[config.mk]
export PLATFORM = sky130hd
export DESIGN_NAME = timeslice_tick_manager
export DESIGN_NICKNAME = d
export VERILOG_FILES = /design/src/design/ttm_pkg.sv /design/src/design/ttm_ctrl.sv /design/src/design/ttm_dp.sv /design/src/design/timeslice_tick_manager.sv
export VERILOG_INCLUDE_DIRS = /design/src /design/src/design
export SDC_FILE = /design/constraint.sdc
export NUM_CORES = 2
export LEC_CHECK = 0
export ABC_AREA = 1
export BUFFER_PORTS_ARGS = -buffer_cell sky130_fd_sc_hd__clkbuf_2
export CAP_MARGIN = 20
export CORE_MARGIN = 5
export CORE_UTILIZATION = 35
export DETAILED_ROUTE_END_ITERATION = 7
export PLACE_DENSITY = 0.61
export SLEW_MARGIN = 20
export SYNTH_ARGS = -nofsm -noshare
export SYNTH_HDL_FRONTEND = slang
export SYNTH_SLANG_ARGS = --single-unit
[constraint.sdc]
create_clock -name clk -period 7.8 [get_ports clk]
set_input_delay 1.95 -clock clk [delete_from_list [all_inputs] [get_ports clk]]
set_output_delay 1.95 -clock clk [all_outputs]
set_load 0.1 [all_outputs]
[src/design/timeslice_tick_manager_assert.svh]
// Assertion macros for the timeslice tick manager RTL.
`ifndef TIMESLICE_TICK_MANAGER_ASSERT_SVH
`define TIMESLICE_TICK_MANAGER_ASSERT_SVH

// Same-cycle implication, disabled while reset is asserted.
`define TTM_ASSERT_IMP(lbl, clk_sig, rst_n_sig, ante, cons) \
	lbl: assert property (@(posedge clk_sig) disable iff (!(rst_n_sig)) (ante) |-> (cons)) \
		else $error("timeslice tick manager: implication check failed");

// Next-cycle implication, disabled while reset is asserted.
`define TTM_ASSERT_NXT(lbl, clk_sig, rst_n_sig, ante, cons) \
	lbl: assert property (@(posedge clk_sig) disable iff (!(rst_n_sig)) (ante) |=> (cons)) \
		else $error("timeslice tick manager: next-cycle check failed");

`endif

[src/design/ttm_pkg.sv]
// Package with request/result types and codes for the timeslice tick manager.
`default_nettype none

package ttm_pkg;

	// Fixed field widths.
	localparam int unsigned REQ_W     = 3;
	localparam int unsigned HANDLE_W  = 32;
	localparam int unsigned STATUS_W  = 2;
	localparam int unsigned IDX_W     = 3;
	localparam int unsigned MASK_W    = 8;
	localparam int unsigned TICKS_W   = 16;

	// Table size default and configuration reset value.
	localparam int unsigned SLOT_COUNT_DEF = 8;
	localparam logic [TICKS_W-1:0] TICKS_RESET = 16'd10;

	// Request kinds.
	localparam logic [REQ_W-1:0] REQ_TICK       = 3'd0;
	localparam logic [REQ_W-1:0] REQ_REGISTER   = 3'd1;
	localparam logic [REQ_W-1:0] REQ_UNREGISTER = 3'd2;
	localparam logic [REQ_W-1:0] REQ_TAKE       = 3'd3;
	localparam logic [REQ_W-1:0] REQ_RANGE      = 3'd4;

	// Result status codes.
	localparam logic [STATUS_W-1:0] STAT_OK        = 2'd0;
	localparam logic [STATUS_W-1:0] STAT_FULL      = 2'd1;
	localparam logic [STATUS_W-1:0] STAT_NOT_FOUND = 2'd2;

	typedef struct packed {
		logic [REQ_W-1:0]    req_type;
		logic [HANDLE_W-1:0] handle;
		logic [HANDLE_W-1:0] pool_start;
		logic [HANDLE_W-1:0] pool_len;
	} req_t;

	typedef struct packed {
		logic [STATUS_W-1:0] status;
		logic [IDX_W-1:0]    slot_index;
		logic [HANDLE_W-1:0] pending_count;
		logic [MASK_W-1:0]   switch_mask;
		logic [MASK_W-1:0]   freed_mask;
	} rsp_t;

	// Commands from the controller to the datapath.
	typedef struct packed {
		logic load;
		logic exec;
	} cmd_t;

endpackage

`default_nettype wire

[src/design/ttm_ctrl.sv]
// Controller state machine sequencing one request at a time.
`default_nettype none
`include "timeslice_tick_manager_assert.svh"

module ttm_ctrl (
	input  wire logic        clk,
	input  wire logic        arst_n,
	input  wire logic        start,
	output logic             busy,
	output logic             done,
	output ttm_pkg::cmd_t    cmd
);
	import ttm_pkg::*;

	localparam logic S_IDLE = 1'b0;
	localparam logic S_EXEC = 1'b1;

	logic state_q;
	logic state_d;
	logic done_q;

	// Next-state logic: a started request enters execute, and execute always returns to idle.
	always_comb begin
		state_d = state_q;
		case (state_q)
			S_IDLE: begin
				if (start) begin
					state_d = S_EXEC;
				end
			end
			S_EXEC: begin
				state_d = S_IDLE;
			end
			default: begin
				state_d = S_IDLE;
			end
		endcase
	end

	// Commands and handshake outputs.
	assign busy     = (state_q == S_EXEC);
	assign cmd.load = start && !busy;
	assign cmd.exec = (state_q == S_EXEC);
	assign done     = done_q;

	// State and result strobe registers.
	always_ff @(posedge clk or negedge arst_n) begin
		if (!arst_n) begin
			state_q <= S_IDLE;
			done_q  <= 1'b0;
		end else begin
			state_q <= state_d;
			done_q  <= cmd.exec;
		end
	end

	`TTM_ASSERT_NXT(a_load_then_exec, clk, arst_n, cmd.load, cmd.exec)
	`TTM_ASSERT_NXT(a_exec_then_done, clk, arst_n, cmd.exec, done)
	`TTM_ASSERT_IMP(a_done_not_busy, clk, arst_n, done, !busy)
	`TTM_ASSERT_NXT(a_busy_one_cycle, clk, arst_n, busy, !busy)

endmodule

`default_nettype wire

[src/design/ttm_dp.sv]
// Datapath holding the slot table, the reload register and the result register.
`default_nettype none

module ttm_dp #(
	parameter int unsigned SLOT_COUNT = ttm_pkg::SLOT_COUNT_DEF
) (
	input  wire logic                        clk,
	input  wire logic                        arst_n,
	input  wire ttm_pkg::cmd_t               cmd,
	input  wire ttm_pkg::req_t               req,
	input  wire logic                        cfg_we,
	input  wire logic [ttm_pkg::TICKS_W-1:0] cfg_wdata,
	output ttm_pkg::rsp_t                    rsp
);
	import ttm_pkg::*;

	localparam int unsigned SLOT_IDX_W = (SLOT_COUNT > 1) ? $clog2(SLOT_COUNT) : 1;

	// Slot table.
	logic                valid_q  [SLOT_COUNT];
	logic [HANDLE_W-1:0] handle_q [SLOT_COUNT];
	logic [HANDLE_W-1:0] pend_q   [SLOT_COUNT];
	logic [TICKS_W-1:0]  cd_q     [SLOT_COUNT];

	logic                valid_d  [SLOT_COUNT];
	logic [HANDLE_W-1:0] handle_d [SLOT_COUNT];
	logic [HANDLE_W-1:0] pend_d   [SLOT_COUNT];
	logic [TICKS_W-1:0]  cd_d     [SLOT_COUNT];

	logic [TICKS_W-1:0]  ticks_q;
	req_t                req_s1;
	logic [HANDLE_W:0]   range_end_s1;
	rsp_t                rsp_d;
	rsp_t                rsp_q;

	// Table update and result for the captured request.
	always_comb begin
		logic                  hit_found;
		logic [SLOT_IDX_W-1:0] hit_idx;
		logic                  free_found;
		logic [SLOT_IDX_W-1:0] free_idx;
		logic [TICKS_W-1:0]    cd_dec;

		valid_d  = valid_q;
		handle_d = handle_q;
		pend_d   = pend_q;
		cd_d     = cd_q;
		rsp_d    = '0;

		// Lowest valid slot holding the handle, and lowest free slot.
		hit_found  = 1'b0;
		hit_idx    = '0;
		free_found = 1'b0;
		free_idx   = '0;
		cd_dec     = '0;
		for (int i = 0; i < SLOT_COUNT; i++) begin
			if (!hit_found && valid_q[i] && (handle_q[i] == req_s1.handle)) begin
				hit_found = 1'b1;
				hit_idx   = SLOT_IDX_W'(i);
			end
			if (!free_found && !valid_q[i]) begin
				free_found = 1'b1;
				free_idx   = SLOT_IDX_W'(i);
			end
		end

		case (req_s1.req_type)
			REQ_TICK: begin
				for (int i = 0; i < SLOT_COUNT; i++) begin
					if (valid_q[i] && (handle_q[i] != '0)) begin
						pend_d[i] = pend_q[i] + 1'b1;
						cd_dec    = (cd_q[i] != '0) ? (cd_q[i] - 1'b1) : cd_q[i];
						if (cd_dec == '0) begin
							rsp_d.switch_mask[i] = 1'b1;
							cd_d[i]              = ticks_q;
						end else begin
							cd_d[i] = cd_dec;
						end
					end
				end
			end
			REQ_REGISTER: begin
				if (free_found) begin
					valid_d[free_idx]  = 1'b1;
					handle_d[free_idx] = req_s1.handle;
					pend_d[free_idx]   = '0;
					cd_d[free_idx]     = ticks_q;
					rsp_d.slot_index   = IDX_W'(free_idx);
				end else begin
					rsp_d.status = STAT_FULL;
				end
			end
			REQ_UNREGISTER: begin
				if (hit_found) begin
					valid_d[hit_idx]           = 1'b0;
					handle_d[hit_idx]          = '0;
					rsp_d.slot_index           = IDX_W'(hit_idx);
					rsp_d.freed_mask[hit_idx]  = 1'b1;
				end else begin
					rsp_d.status = STAT_NOT_FOUND;
				end
			end
			REQ_TAKE: begin
				if (hit_found) begin
					rsp_d.slot_index    = IDX_W'(hit_idx);
					rsp_d.pending_count = pend_q[hit_idx];
					pend_d[hit_idx]     = '0;
				end else begin
					rsp_d.status = STAT_NOT_FOUND;
				end
			end
			REQ_RANGE: begin
				for (int i = 0; i < SLOT_COUNT; i++) begin
					if (valid_q[i] && (handle_q[i] >= req_s1.pool_start)
						&& ({1'b0, handle_q[i]} < range_end_s1)) begin
						valid_d[i]          = 1'b0;
						handle_d[i]         = '0;
						rsp_d.freed_mask[i] = 1'b1;
					end
				end
			end
			default: begin
				rsp_d = '0;
			end
		endcase
	end

	// Slot table and reload register.
	always_ff @(posedge clk or negedge arst_n) begin
		if (!arst_n) begin
			ticks_q <= TICKS_RESET;
			for (int i = 0; i < SLOT_COUNT; i++) begin
				valid_q[i]  <= 1'b0;
				handle_q[i] <= '0;
				pend_q[i]   <= '0;
				cd_q[i]     <= '0;
			end
		end else begin
			if (cfg_we) begin
				ticks_q <= cfg_wdata;
			end
			if (cmd.exec) begin
				valid_q  <= valid_d;
				handle_q <= handle_d;
				pend_q   <= pend_d;
				cd_q     <= cd_d;
			end
		end
	end

	// Request capture with the range end precomputed, and the result register.
	always_ff @(posedge clk) begin
		if (cmd.load) begin
			req_s1       <= req;
			range_end_s1 <= {1'b0, req.pool_start} + {1'b0, req.pool_len};
		end
		if (cmd.exec) begin
			rsp_q <= rsp_d;
		end
	end

	assign rsp = rsp_q;

endmodule

`default_nettype wire

[src/design/timeslice_tick_manager.sv]
// Top level of the timeslice tick manager: controller plus slot-table datapath.
//
//   channel   signals                    direction  accepted when
//   request   start, busy, req           in         start && !busy at a clock edge
//   result    done, rsp                  out        the cycle done is high
//   config    cfg_we, cfg_wdata          in         cfg_we at a clock edge
//
// Each request is first captured and then, in execute, the whole slot table is
// compared and updated in parallel. The result is shown with done in the cycle
// after execute, while a new request may already be taken. No new request is
// taken while the controller is in execute (busy high). Reset clears the table
// and loads a reload value of ten; the result side cannot stall.
`default_nettype none

module timeslice_tick_manager #(
	parameter int unsigned SLOT_COUNT = ttm_pkg::SLOT_COUNT_DEF
) (
	input  wire logic                        clk,
	input  wire logic                        arst_n,
	input  wire logic                        start,
	output logic                             busy,
	input  wire ttm_pkg::req_t               req,
	output logic                             done,
	output ttm_pkg::rsp_t                    rsp,
	input  wire logic                        cfg_we,
	input  wire logic [ttm_pkg::TICKS_W-1:0] cfg_wdata
);
	import ttm_pkg::*;

	cmd_t cmd;

	ttm_ctrl u_ctrl (
		.clk    (clk),
		.arst_n (arst_n),
		.start  (start),
		.busy   (busy),
		.done   (done),
		.cmd    (cmd)
	);

	ttm_dp #(
		.SLOT_COUNT (SLOT_COUNT)
	) u_dp (
		.clk       (clk),
		.arst_n    (arst_n),
		.cmd       (cmd),
		.req       (req),
		.cfg_we    (cfg_we),
		.cfg_wdata (cfg_wdata),
		.rsp       (rsp)
	);

endmodule

`default_nettype wire

==> flow_metrics.py <==
metrics = {
    "timing": {
        "post-route-period-util_pct": 68.3,
        "slew_violations": 0,
        "setup_viol_count_final": 0,
        "fmax_mhz": 188,
        "worstMarginPinSlew_ps": 1210,
        "finClkSkew_ps": 79.0,
        "period_needed_ps": 5330,
        "tns_ps": 0,
        "final-hold-violation-count": 0,
        "relSlewSlack_pct": 19.4,
        "timing.hold.ws_ps": 471,
        "rsz0062_at_grt": "false",
    },
    "detailed_routing": {
        "dr.pass1.iters": 8,
        "vias": 70300,
        "wl_per_cell_um": 27.1,
        "drtIter0Drc": 9803,
        "wirelength_um": 323000,
        "vias_per_cell": 5.89,
        "ant_nets": 0,
        "drc": 2,
    },
    "cells_and_area": {
        "area_growth_pct": 10.7,
        "n_fill_cell": 19600,
        "multi_input_area_sq_um": 39000,
        "final_nets": 10000,
        "seqCellArea_sq_um": 21300,
        "drive_above_1_share_pct": 6.27,
    },
    "clock_network": {
        "cts_tree": "built",
        "cts.path.max_buffers": 3,
        "post_cts_buffers": 0,
        "clk_pin_slew_worst_paths_ps": 70,
        "numCtsBuffers": 102,
        "htree_levels": 3,
        "clock_latency_ps": 820,
        "cts.sink_count": 819,
        "cts_hold_buf": 0,
        "clock_tree.root_cell": "clkbuf_16",
        "ctsResizeCount": 0,
    },
    "run": {
        "cap_violations": 0,
    },
    "setup_path": {
        "cpMaxStageDelayCell": "clkinv_1",
        "cpLargestDelayFamily": "simple AND/OR/NAND/NOR gates",
        "crit_top_cell": "nand2_1",
        "path_class": "reg -> reg",
        "crit_end": "u_dp.pend_q[77]",
        "crit_cells": 11,
        "max_stage_delay_ps": 1020,
        "crit_arrival_ps": 6060,
        "regToRegStartpoint": "u_dp.req_s1[84]",
        "endpoint_kind": "flip-flop",
        "r2r_end": "u_dp.pend_q[77]",
        "path_cells": "xnor2_1, nor3b_1, nand2_1, nor2_1, nand3_2, nand3_4, clkinv_1, o211ai_2, buf_4, nand2_1, o21ai_0",
        "critical_path_buf_inv_count": 2,
        "worstPathRequired_ps": 8530,
        "crit_fanout": 43,
        "r2r_cells": 11,
        "rrSetupSlack_ps": 2470,
        "timing.critical_path.from": "u_dp.req_s1[84]",
        "start_kind": "flip-flop",
    },
    "synthesis": {
        "yosys-top-cells-area": "dfrtp_1 25%, nand2_1 15%, ha_1 11%, edfxtp_1 7.0%, nor2_1 5.3%",
        "yosys.cell_count.top_type": "nand2_1",
        "async_flop_share_pct": 81.3,
        "avgSynthCellArea_sq_um": 7.01,
        "syn_inst": 9295,
        "synth_flop_cell": "dfrtp_1",
        "netlist.area_leader.share_pct": 25.5,
        "yosys.cell_types.count": 74,
        "syn_nets": 9968,
        "ys_seq_area_share_pct": 32.6,
        "ys_top_cells_by_count": "2,565 x nand2_1, 927 x nor2_1, 883 x inv_1, 664 x dfrtp_1, 660 x a21oi_1",
        "ys_ff_latch": 819,
        "syn-cell-area_sq_um": 65200,
        "yosysTopAreaCell": "dfrtp_1",
        "synth-edff-count": 153,
        "yosys_warnings": 0,
    },
    "global_route": {
        "grt.total_usage_pct": 32.1,
        "grt_remaining_overflow": 0,
        "grt_max_degree": 148,
        "antenna_found_initial": 21,
        "grt_pass1_vias": 65000,
        "grt_pass1_wl_um": 460000,
    },
    "power": {
        "ir_worst_vdd_uv": 174,
        "p_per_area_nw_per_um2": 238,
        "p_leak_uw": 0.0334,
    },
    "floorplan": {
        "die_area_sq_um": 195000,
        "coreArea_sq_um": 185000,
        "die_x_um": 442,
        "die_y_um": 442,
        "ios": 174,
        "start_util_pct": 35.2,
        "rows": 158,
    },
    "hold_path": {
        "hold_class": "reg -> reg",
    },
    "placed_design": {
        "hpwl_um": 246000,
        "io_buffers": 173,
        "globalplace.congestion": 1.11,
    },
    "status": {
        "status": "finished, violations left",
        "violations": "DRC",
    },
}
-- worst register-to-register path, stage by stage, from the launching register on --
cell      delay, ps
edfxtp_1        630
xnor2_1         740
nor3b_1         690
nand2_1         100
nor2_1          140
nand3_2         180
nand3_4         690
clkinv_1       1060
o211ai_2        440
buf_4           420
nand2_1         120
o21ai_0          90
-- sequential cells by signal, summed over array words and instances (netlist names) --
| signal | count |
|---|---|
| u_dp.cd_q | 128 |
| u_ctrl.done | 1 |
| u_dp.valid_q | 8 |
| u_dp.ticks_q | 16 |
| u_dp.pend_q | 256 |
| u_dp.handle_q | 256 |
| u_dp.range_end_s1 | 33 |
| u_dp.req_s1 | 67 |
| u_dp.rsp | 53 |
| u_ctrl.busy | 1 |
-- final cells by class --
| type | count | share of cell area (%) |
|---|---|---|
| multi-input combinational | 7222 | 54.1 |
| sequential | 819 | 29.5 |
| inverter | 937 | 4.88 |
| tap | 2480 | 4.30 |
| clock buffer | 150 | 4.05 |
| timing repair buffer | 272 | 2.34 |
| clock inverter | 42 | 0.850 |
| antenna | 7 | 0.0243 |
-- layout by cell type (no fill, tap or decap), types with 15 or more instances in the layout --
| cell | synthesis | final |
|---|---|---|
| xnor2_1 | 97 | 97 |
| edfxtp_1 | 153 | 153 |
| nand2_1 | 2565 | 2560 |
| inv_1 | 883 | 883 |
| nor3_1 | 156 | 154 |
| inv_2 | 45 | 44 |
| dfrtp_1 | 664 | 663 |
| nand3b_1 | 34 | 34 |
| nor2_1 | 927 | 915 |
| o22ai_1 | 40 | 40 |
| o21ai_0 | 583 | 583 |
| nor4_1 | 121 | 117 |
| a32oi_1 | 71 | 71 |
| xor2_1 | 157 | 157 |
| o21a_1 | 19 | 19 |
| ha_1 | 553 | 553 |
| nand4_1 | 255 | 255 |
| a31oi_1 | 80 | 80 |
| a21oi_1 | 660 | 659 |
| o31ai_1 | 36 | 36 |
| a22oi_1 | 29 | 29 |
| o211ai_1 | 56 | 56 |
| nor2_2 | 13 | 22 |
| or2_2 | 26 | 26 |
| clkbuf_1 | 153 | 30 |
| clkbuf_8 | 0 | 17 |
| buf_4 | 32 | 93 |
| nand2_2 | 10 | 15 |
| clkbuf_16 | 0 | 103 |
| o21ai_1 | 95 | 95 |
| clkbuf_2 | 0 | 172 |
| nand3_1 | 471 | 470 |
-- logic make-up after synthesis --
group	after synthesis	synth area share, %
compound gates	1750	15.1
buf+inv	1254	7.70
flops	819	32.6
xor+xnor	254	3.41
mux	3	0.0461
simple gates	4661	30.5
fa+ha+maj	554	10.6
-- how the worst min path moves through the flow --
stage	from	to	slack (ps)	cells after the start
6_report	u_dp.pend_q[118]	u_dp.pend_q[118]	470	2
5_1_grt	u_dp.pend_q[118]	u_dp.pend_q[118]	490	2
4_1_cts	u_dp.pend_q[118]	u_dp.pend_q[118]	480	2
3_5_place_dp	u_dp.pend_q[118]	u_dp.pend_q[118]	460	2
3_3_place_gp	u_dp.pend_q[118]	u_dp.pend_q[118]	460	2
2_1_floorplan	u_dp.pend_q[118]	u_dp.pend_q[118]	440	2
-- report_power, final --
part | internal (uW) | leakage, uW | switching [uW]
combinational | 1770 | 0.0215 | 3760
sequential | 4990 | 0.0102 | 1510
clock | 2950 | 0.00173 | 2170
-- per-stage QoR --
step | setup WS (ps) | util (%) | std cells | power [uW] | cell area (sq um)
finish | 2470 | 38.9 | 11900 | 17200 | 72200
global placement | 2650 | 37.0 | 11700 | 11700 | 68600
detailed placement | 2690 | 37.0 | 11700 | 11800 | 68600
CTS | 2660 | 38.9 | 11900 | 16900 | 72100
global route | 2420 | 38.9 | 11900 | 18000 | 72100
floorplan | 1030 | - | 9295 | 9340 | 65200
-- routing by layer --
metal | part of all wire (%) | GRT usage (%) | vias to the layer above | wire length, um
li1 | - | - | 31500 | -
met1 | 42 | 45.1 | 33800 | 137000
met2 | 41 | 46.1 | 4096 | 131000
met3 | 11 | 8.14 | 818 | 36600
met4 | 5.5 | 14.9 | 20 | 17800
met5 | 0.042 | 0 | - | 137
Power figures use the tool's default switching activity.
